$ cat config.mk
export PLATFORM = sky130hd
export DESIGN_NAME = mss_ram
export DESIGN_NICKNAME = d
export VERILOG_FILES = /design/src/hw/rtl/masked_score_statistics_core_defines.svh /design/src/hw/rtl/mss_ram.sv
export SDC_FILE = /design/constraint.sdc
export NUM_CORES = 1
export LEC_CHECK = 0
export ABC_AREA = 1
export BUFFER_PORTS_ARGS = -buffer_cell sky130_fd_sc_hd__buf_2
export CORE_MARGIN = 8
export CORE_UTILIZATION = 55
export CTS_CLUSTER_DIAMETER = 60
export DETAILED_ROUTE_END_ITERATION = 8
export PLACE_DENSITY = 0.84
export SYNTH_ARGS = -nofsm -noshare
export SYNTH_HDL_FRONTEND = slang
export SYNTH_SLANG_ARGS = --single-unit
$ cat constraint.sdc
create_clock -name clk -period 1.31 [get_ports clk]
set_input_delay 0.0655 -clock clk [delete_from_list [all_inputs] [get_ports clk]]
set_output_delay 0.0655 -clock clk [all_outputs]
set_load 0.005 [all_outputs]
$ cat src/hw/rtl/masked_score_statistics_core_defines.svh
// assertion macros for the masked score statistics core
`ifndef MASKED_SCORE_STATISTICS_CORE_DEFINES_SVH
`define MASKED_SCORE_STATISTICS_CORE_DEFINES_SVH
// implication checked on every clock edge outside reset
`define MSS_ASSERT_IMPL(label, ante, cons) \
	label: assert property (@(posedge clk) disable iff (!arst_n) (ante) |-> (cons)) \
		else $error("assertion failed");
// implication whose consequent is checked in the cycle after the antecedent
`define MSS_ASSERT_NEXT(label, ante, cons) \
	label: assert property (@(posedge clk) disable iff (!arst_n) (ante) |=> (cons)) \
		else $error("assertion failed");
`endif

$ cat src/hw/rtl/mss_ram.sv
// generic simple dual port ram (one write port, one read port) with registered read
`default_nettype none
module mss_ram #(
	parameter int unsigned WIDTH = 8,
	parameter int unsigned DEPTH = 4
) (
	input  wire logic                     clk,
	input  wire logic                     we,
	input  wire logic [$clog2(DEPTH)-1:0] waddr,
	input  wire logic [WIDTH-1:0]         wdata,
	input  wire logic [$clog2(DEPTH)-1:0] raddr,
	output logic      [WIDTH-1:0]         rdata
);
	logic [WIDTH-1:0] mem [DEPTH];
	// write port and registered read port
	always_ff @(posedge clk) begin
		if (we) mem[waddr] <= wdata;
		rdata <= mem[raddr];
	end
endmodule
`default_nettype wire

==> results.py, run 1 <==
metrics = {
    "run_status": {
        "outcome": "finished, final reports clean",
    },
    "routing": {
        "drc": 0,
        "drtIter0Drc": 106,
        "drt_first_pass_iters": 4,
        "vias": 1005,
        "wl_per_cell_um": 13.7,
        "wirelength_mm": 2.86,
        "post_drt_via_cell_ratio": 4.81,
        "drtAntennaViolNets": 0,
    },
    "die": {
        "die-area_um2": 4770,
        "io_pins": 22,
        "die_y_um": 69.0,
        "die_w_um": 69.0,
        "start_util": 0.571,
        "num_rows": 19,
        "fp.coreArea_um2": 2710,
    },
    "worst_setup_path": {
        "required_ps": 1240,
        "crit_path_end_kind": "primary output",
        "cp_cell_sequence": "buf_2",
        "start_kind": "flip-flop",
        "cp_slowest_cell": "dfxtp_1",
        "cp.buffers_inverters": 1,
        "max_stage_delay_ps": 340,
        "path_delay_family": "flip-flops",
        "crit_type": "flip-flop to primary output",
        "cp.arrival_ps": 800,
        "path_max_fanout": 1,
    },
    "sta": {
        "rsz0062_at_grt": "false",
        "setup_viol": 0,
        "tns_ps": 0,
        "timing.fmax_mhz": 1150,
        "setup_ws_ps": 442,
        "tightest_slew_ps": 312,
        "hold_slack_ps": 59.1,
        "slew_violations": 0,
        "slew_headroom": 0.792,
        "fin_skew_ps": 14.3,
        "finalHoldViolations": 0,
        "layout_min_cycle_time_ps": 868,
        "final.period_utilization": 0.662,
    },
    "clock_tree": {
        "insertion_delay_ps": 340,
        "cts_setup_buffers": 0,
        "cts_resized": 0,
        "cts_tree": "done",
        "numCtsBuffers": 5,
        "clk_pin_slew_ps": 120,
        "clock_path_buffers": 2,
        "cts_htree_levels": 2,
        "cts-root-buf": "clkbuf_4",
        "cts_num_sinks": 40,
    },
    "grt": {
        "grt_pass1_vias": 1009,
        "antenna_found_initial": 0,
        "grt_pass1_wl_mm": 4.81,
        "grt_usage": 0.127,
        "overflow": 0,
        "grt_max_degree": 18,
    },
    "synthesis": {
        "async_reset_ff_frac": 0,
        "synth_most_common_cell": "nand2_1",
        "syn_nets": 155,
        "seq_area_frac_synth": 0.724,
        "yosys_warnings": 0,
        "synth.area.top_cells": "edfxtp_1, dfxtp_1, nand2_1",
        "ys_types": 10,
        "synth_flop_cell": "edfxtp_1",
        "yosys-top-cells-count": "nand2_1, inv_1, edfxtp_1",
        "synth_top_cell_area_share": 0.621,
        "synth_area_um2": 1550,
        "synth.ff_latch_count": 40,
        "netlist.top_cell.by_area": "edfxtp_1",
        "synth_edf_count": 32,
        "avgSynthCellArea_um2": 11.0,
        "netlist_instances": 141,
    },
    "run": {
        "max-cap-violations": 0,
    },
    "finish": {
        "final_cell_area_um2": 1840,
        "drive_gt1_frac": 0.185,
        "final_cells": 209,
        "fin_util": 0.678,
        "layout.nets": 191,
        "syn2layout_area_growth_pct": 18.8,
        "insertedDiodeCount": 0,
    },
    "power": {
        "vdd_drop_max_mv": 0.953,
        "power.leakage_nw": 0.875,
        "finalPower_mw": 2.36,
        "powerDensity_nw_per_um2": 1280,
    },
    "placement": {
        "dp.cells": 193,
        "dpl_worst_slack_ps": 411,
        "place_area_um2": 1690,
        "gp_congestion": 0.740,
        "portBuffers": 21,
        "dp_hpwl_mm": 2.03,
    },
    "min_path": {
        "hp-class": "input pin to flip-flop",
    },
}
-- path summary, 6_finish.rpt --
kind	end	from	slack, ps	cells past startpoint
hold reg to reg	rdata[5]$_DFF_P_	mem[0][5]$_DFFE_PP_	560	4
setup reg to reg	rdata[7]$_DFF_P_	mem[1][7]$_DFFE_PP_	550	4
setup / recovery	rdata[0]	rdata[0]$_DFF_P_	440	1
hold / removal	rdata[7]$_DFF_P_	raddr[1]	60	3
-- layout make-up --
cell class | count | area [um2]
clock inverters | 1 | 5.00
clock buffers | 7 | 66.3
inverters | 37 | 141
fillers | 189 | 872
multi-input cells | 60 | 250
repair buffers | 33 | 215
well taps | 31 | 38.8
flip-flops and latches | 40 | 1120
-- logic make-up after synthesis --
logic type	Yosys count	synth area share
buffers and inverters	41	0.114
DFF	40	0.724
and+or+nand+nor	60	0.162
-- sequential cells by signal, indices dropped and copies added (netlist names) --
signal  flops
rdata       8
mem        32
-- metal layers --
| metal | routed length [um] | GRT usage | vias up |
|---|---|---|---|
| met4 | 48 | 0.0729 | 0 |
| li1 | - | - | 509 |
| met2 | 1400 | 0.197 | 42 |
| met3 | 221 | 0.0529 | 4 |
| met5 | 0 | 0 | - |
| met1 | 1180 | 0.145 | 450 |
-- power breakdown --
| part | total, mW | internal, mW | switching [mW] | leakage (nW) |
|---|---|---|---|---|
| Sequential | 1.46 | 1.45 | 0.0166 | 0.361 |
| Clock | 0.699 | 0.324 | 0.375 | 0.0404 |
| Combinational | 0.199 | 0.0830 | 0.116 | 0.474 |
-- worst register-to-register path, delay by kind of cell, from the launching register on --
kind | cells | cell delay (ps)
flops | 1 | 390
simple gates | 3 | 220
buf+inv | 1 | 60
-- cell usage in the layout, fill, tap and decap left out --
master and count:
dlygate4sd3_1 8, clkbuf_1 1, nand2_1 40, edfxtp_1 32, inv_1 36, clkbuf_4 5, buf_4 4, dfxtp_1 8
clkinv_2 1, nor3_1 4, clkbuf_16 1, nand3_1 16, inv_4 1, buf_2 21
-- repair_timing --
action | CTS | global route
endpoints found under the setup margin | 0 | 0
hold buffers | 8 | 0
hold endpoints to repair | 32 | 0
No activity file was read; power rests on OpenSTA's default activity.
==> inputs of run 2 (changes only) <==
==> constraint.sdc (replaced) <==
create_clock -name clk -period 0.8 [get_ports clk]
set_input_delay 0.04 -clock clk [delete_from_list [all_inputs] [get_ports clk]]
set_output_delay 0.04 -clock clk [all_outputs]
set_load 0.005 [all_outputs]
==> run 2 against run 1 <==
Net effect: the flow now finishes with violations (setup timing); combinational power up 77%; final cell count up 0.48%; clock power increased by 44%; global-route usage rose by 0.15 points; clock-buffer cell count fell by 1; hold slack got worse by 47 ps; sequential power grew 64%; utilization grew 1.6 points; non-clock buffer count is 1 higher; first-iteration DRC count fell by 38%; register-to-register slack got worse by 510 ps; design area is 2.4% higher; critical endpoint is now rdata[1]; largest power group unchanged.
==> results.py, run 2 (same netlist as run 1, synthesis figures left out) <==
metrics = {
    "clock_tree": {
        "cts_num_sinks": 40,
        "clk_pin_slew_ps": 120,
        "insertion_delay_ps": 350,
        "cts-root-buf": "clkbuf_4",
        "numCtsBuffers": 5,
        "cts_setup_buffers": 0,
        "clock_path_buffers": 2,
        "cts_tree": "done",
        "cts_htree_levels": 2,
    },
    "placement": {
        "dp.cells": 194,
        "gp_congestion": 0.881,
        "dp_hpwl_mm": 2.15,
        "portBuffers": 21,
        "dpl_worst_slack_ps": -95.1,
    },
    "worst_setup_path": {
        "rr_worst_depth": 4,
        "required_ps": 760,
        "crit_start": "rdata[1]$_DFF_P_",
        "cp.arrival_ps": 800,
        "cp_slowest_cell": "dfxtp_2",
        "start_kind": "flip-flop",
        "r2r-start": "mem[2][1]$_DFFE_PP_",
        "path_max_fanout": 1,
        "path_delay_family": "flip-flops",
        "r2r_end": "rdata[1]$_DFF_P_",
        "crit_type": "flip-flop to primary output",
        "ff2ff_setup_slack_ps": 40,
        "cp.buffers_inverters": 1,
        "crit_path_end_kind": "primary output",
        "cp_cell_sequence": "buf_2",
        "cp.depth": 1,
        "max_stage_delay_ps": 330,
    },
    "sta": {
        "slew_violations": 0,
        "fin_skew_ps": 4.39,
        "setup_ws_ps": -43.1,
        "layout_min_cycle_time_ps": 843,
        "final.period_utilization": 1.05,
        "hold_slack_ps": 11.6,
        "slew_headroom": 0.833,
        "finalHoldViolations": 0,
        "rsz0062_at_grt": "true",
        "setup_viol": 8,
        "tightest_slew_ps": 251,
        "timing.fmax_mhz": 1190,
    },
    "run": {
        "max-cap-violations": 0,
    },
    "finish": {
        "regArea_um2": 1120,
        "top_register": "mem",
        "drive_gt1_frac": 0.246,
        "largest_reg_flops": 32,
        "final_cell_mix": "nand2_1, inv_1, edfxtp_1",
        "reg_top3": "mem: 32 flops, rdata: 8 flops",
        "multiInputGateArea_um2": 278,
        "final_cells": 210,
        "insertedDiodeCount": 0,
        "final_common_cell": "nand2_1",
        "fillers": 211,
        "layout.nets": 192,
        "fin_util": 0.694,
        "syn2layout_area_growth_pct": 21.6,
    },
    "routing": {
        "vias": 1037,
        "drtAntennaViolNets": 0,
        "post_drt_via_cell_ratio": 4.94,
        "drtIter0Drc": 66,
        "wl_per_cell_um": 14.2,
        "drc": 0,
        "wirelength_mm": 2.99,
        "drt_first_pass_iters": 4,
    },
    "run_status": {
        "failed_checks": "setup timing",
        "outcome": "complete, but fails checks",
    },
    "min_path": {
        "min_path_cells": 3,
        "holdPathEnd": "rdata[2]$_DFF_P_",
        "hp-class": "input pin to flip-flop",
        "hold_start": "raddr[1]",
    },
    "grt": {
        "grt_pass1_wl_mm": 4.89,
        "overflow": 0,
        "grt_pass1_vias": 1002,
        "grt_usage": 0.129,
        "antenna_found_initial": 0,
        "grt_max_degree": 17,
    },
    "power": {
        "finalPower_mw": 3.76,
        "power.leakage_nw": 0.880,
        "vdd_drop_max_mv": 1.66,
        "powerDensity_nw_per_um2": 2000,
    },
    "die": {
        "fp.coreArea_um2": 2710,
        "io_pins": 22,
        "die_y_um": 69.0,
        "die_w_um": 69.0,
        "die-area_um2": 4770,
        "num_rows": 19,
        "start_util": 0.571,
    },
}
==> run 2: cell count changes in the layout (fill, tap and decap cells not counted), sizes merged <==
cell,change
buf,+1
clkbuf,-1
clkinvlp,+1
==> run 2: worst max path at each step <==
stage          slack, ps                   to
2_1_floorplan        -80  mem[3][0]$_DFFE_PP_
6_report             -40             rdata[1]
4_1_cts              -40             rdata[1]
5_1_grt              -60             rdata[1]
3_5_place_dp        -100  mem[3][6]$_DFFE_PP_
3_3_place_gp         -60  mem[3][6]$_DFFE_PP_
==> run 2: routing by layer <==
layer | track usage | vias to the layer above | wire length [um]
met5 | 0 | - | 0
met1 | 0.134 | 482 | 1160
met2 | 0.215 | 36 | 1540
li1 | - | 511 | -
met3 | 0.0472 | 8 | 205
met4 | 0.0797 | 0 | 81
==> run 2: layout make-up <==
cell class              instances  share of cell area
inverters                      37              0.0751
clock buffers                   6              0.0219
flip-flops and latches         40               0.598
clock inverters                 2             0.00864
well taps                      31              0.0206
repair buffers                 34               0.128
multi-input cells              60               0.148
==> run 2: stage by stage <==
step,area [um2],TNS (ps)
2_1_floorplan,1570,-1960
3_3_place_gp,1730,-1120
3_5_place_dp,1730,-2150
4_1_cts,1860,-221
5_1_grt,1880,-441
6_report,1880,-183
==> run 2: timing repair <==
item                                   4_1_cts  5_1_grt
resized for setup                            0        7
pin swaps                                    0        5
endpoints found under the hold margin       32        0
cloned                                       0        0
setup endpoints to repair                    8       11
hold buffers                                 8        0
==> run 2: where the power goes <==
part | internal [mW] | switching (mW)
clock | 0.349 | 0.659
combinational | 0.155 | 0.198
sequential | 2.37 | 0.0326
total | 2.87 | 0.889
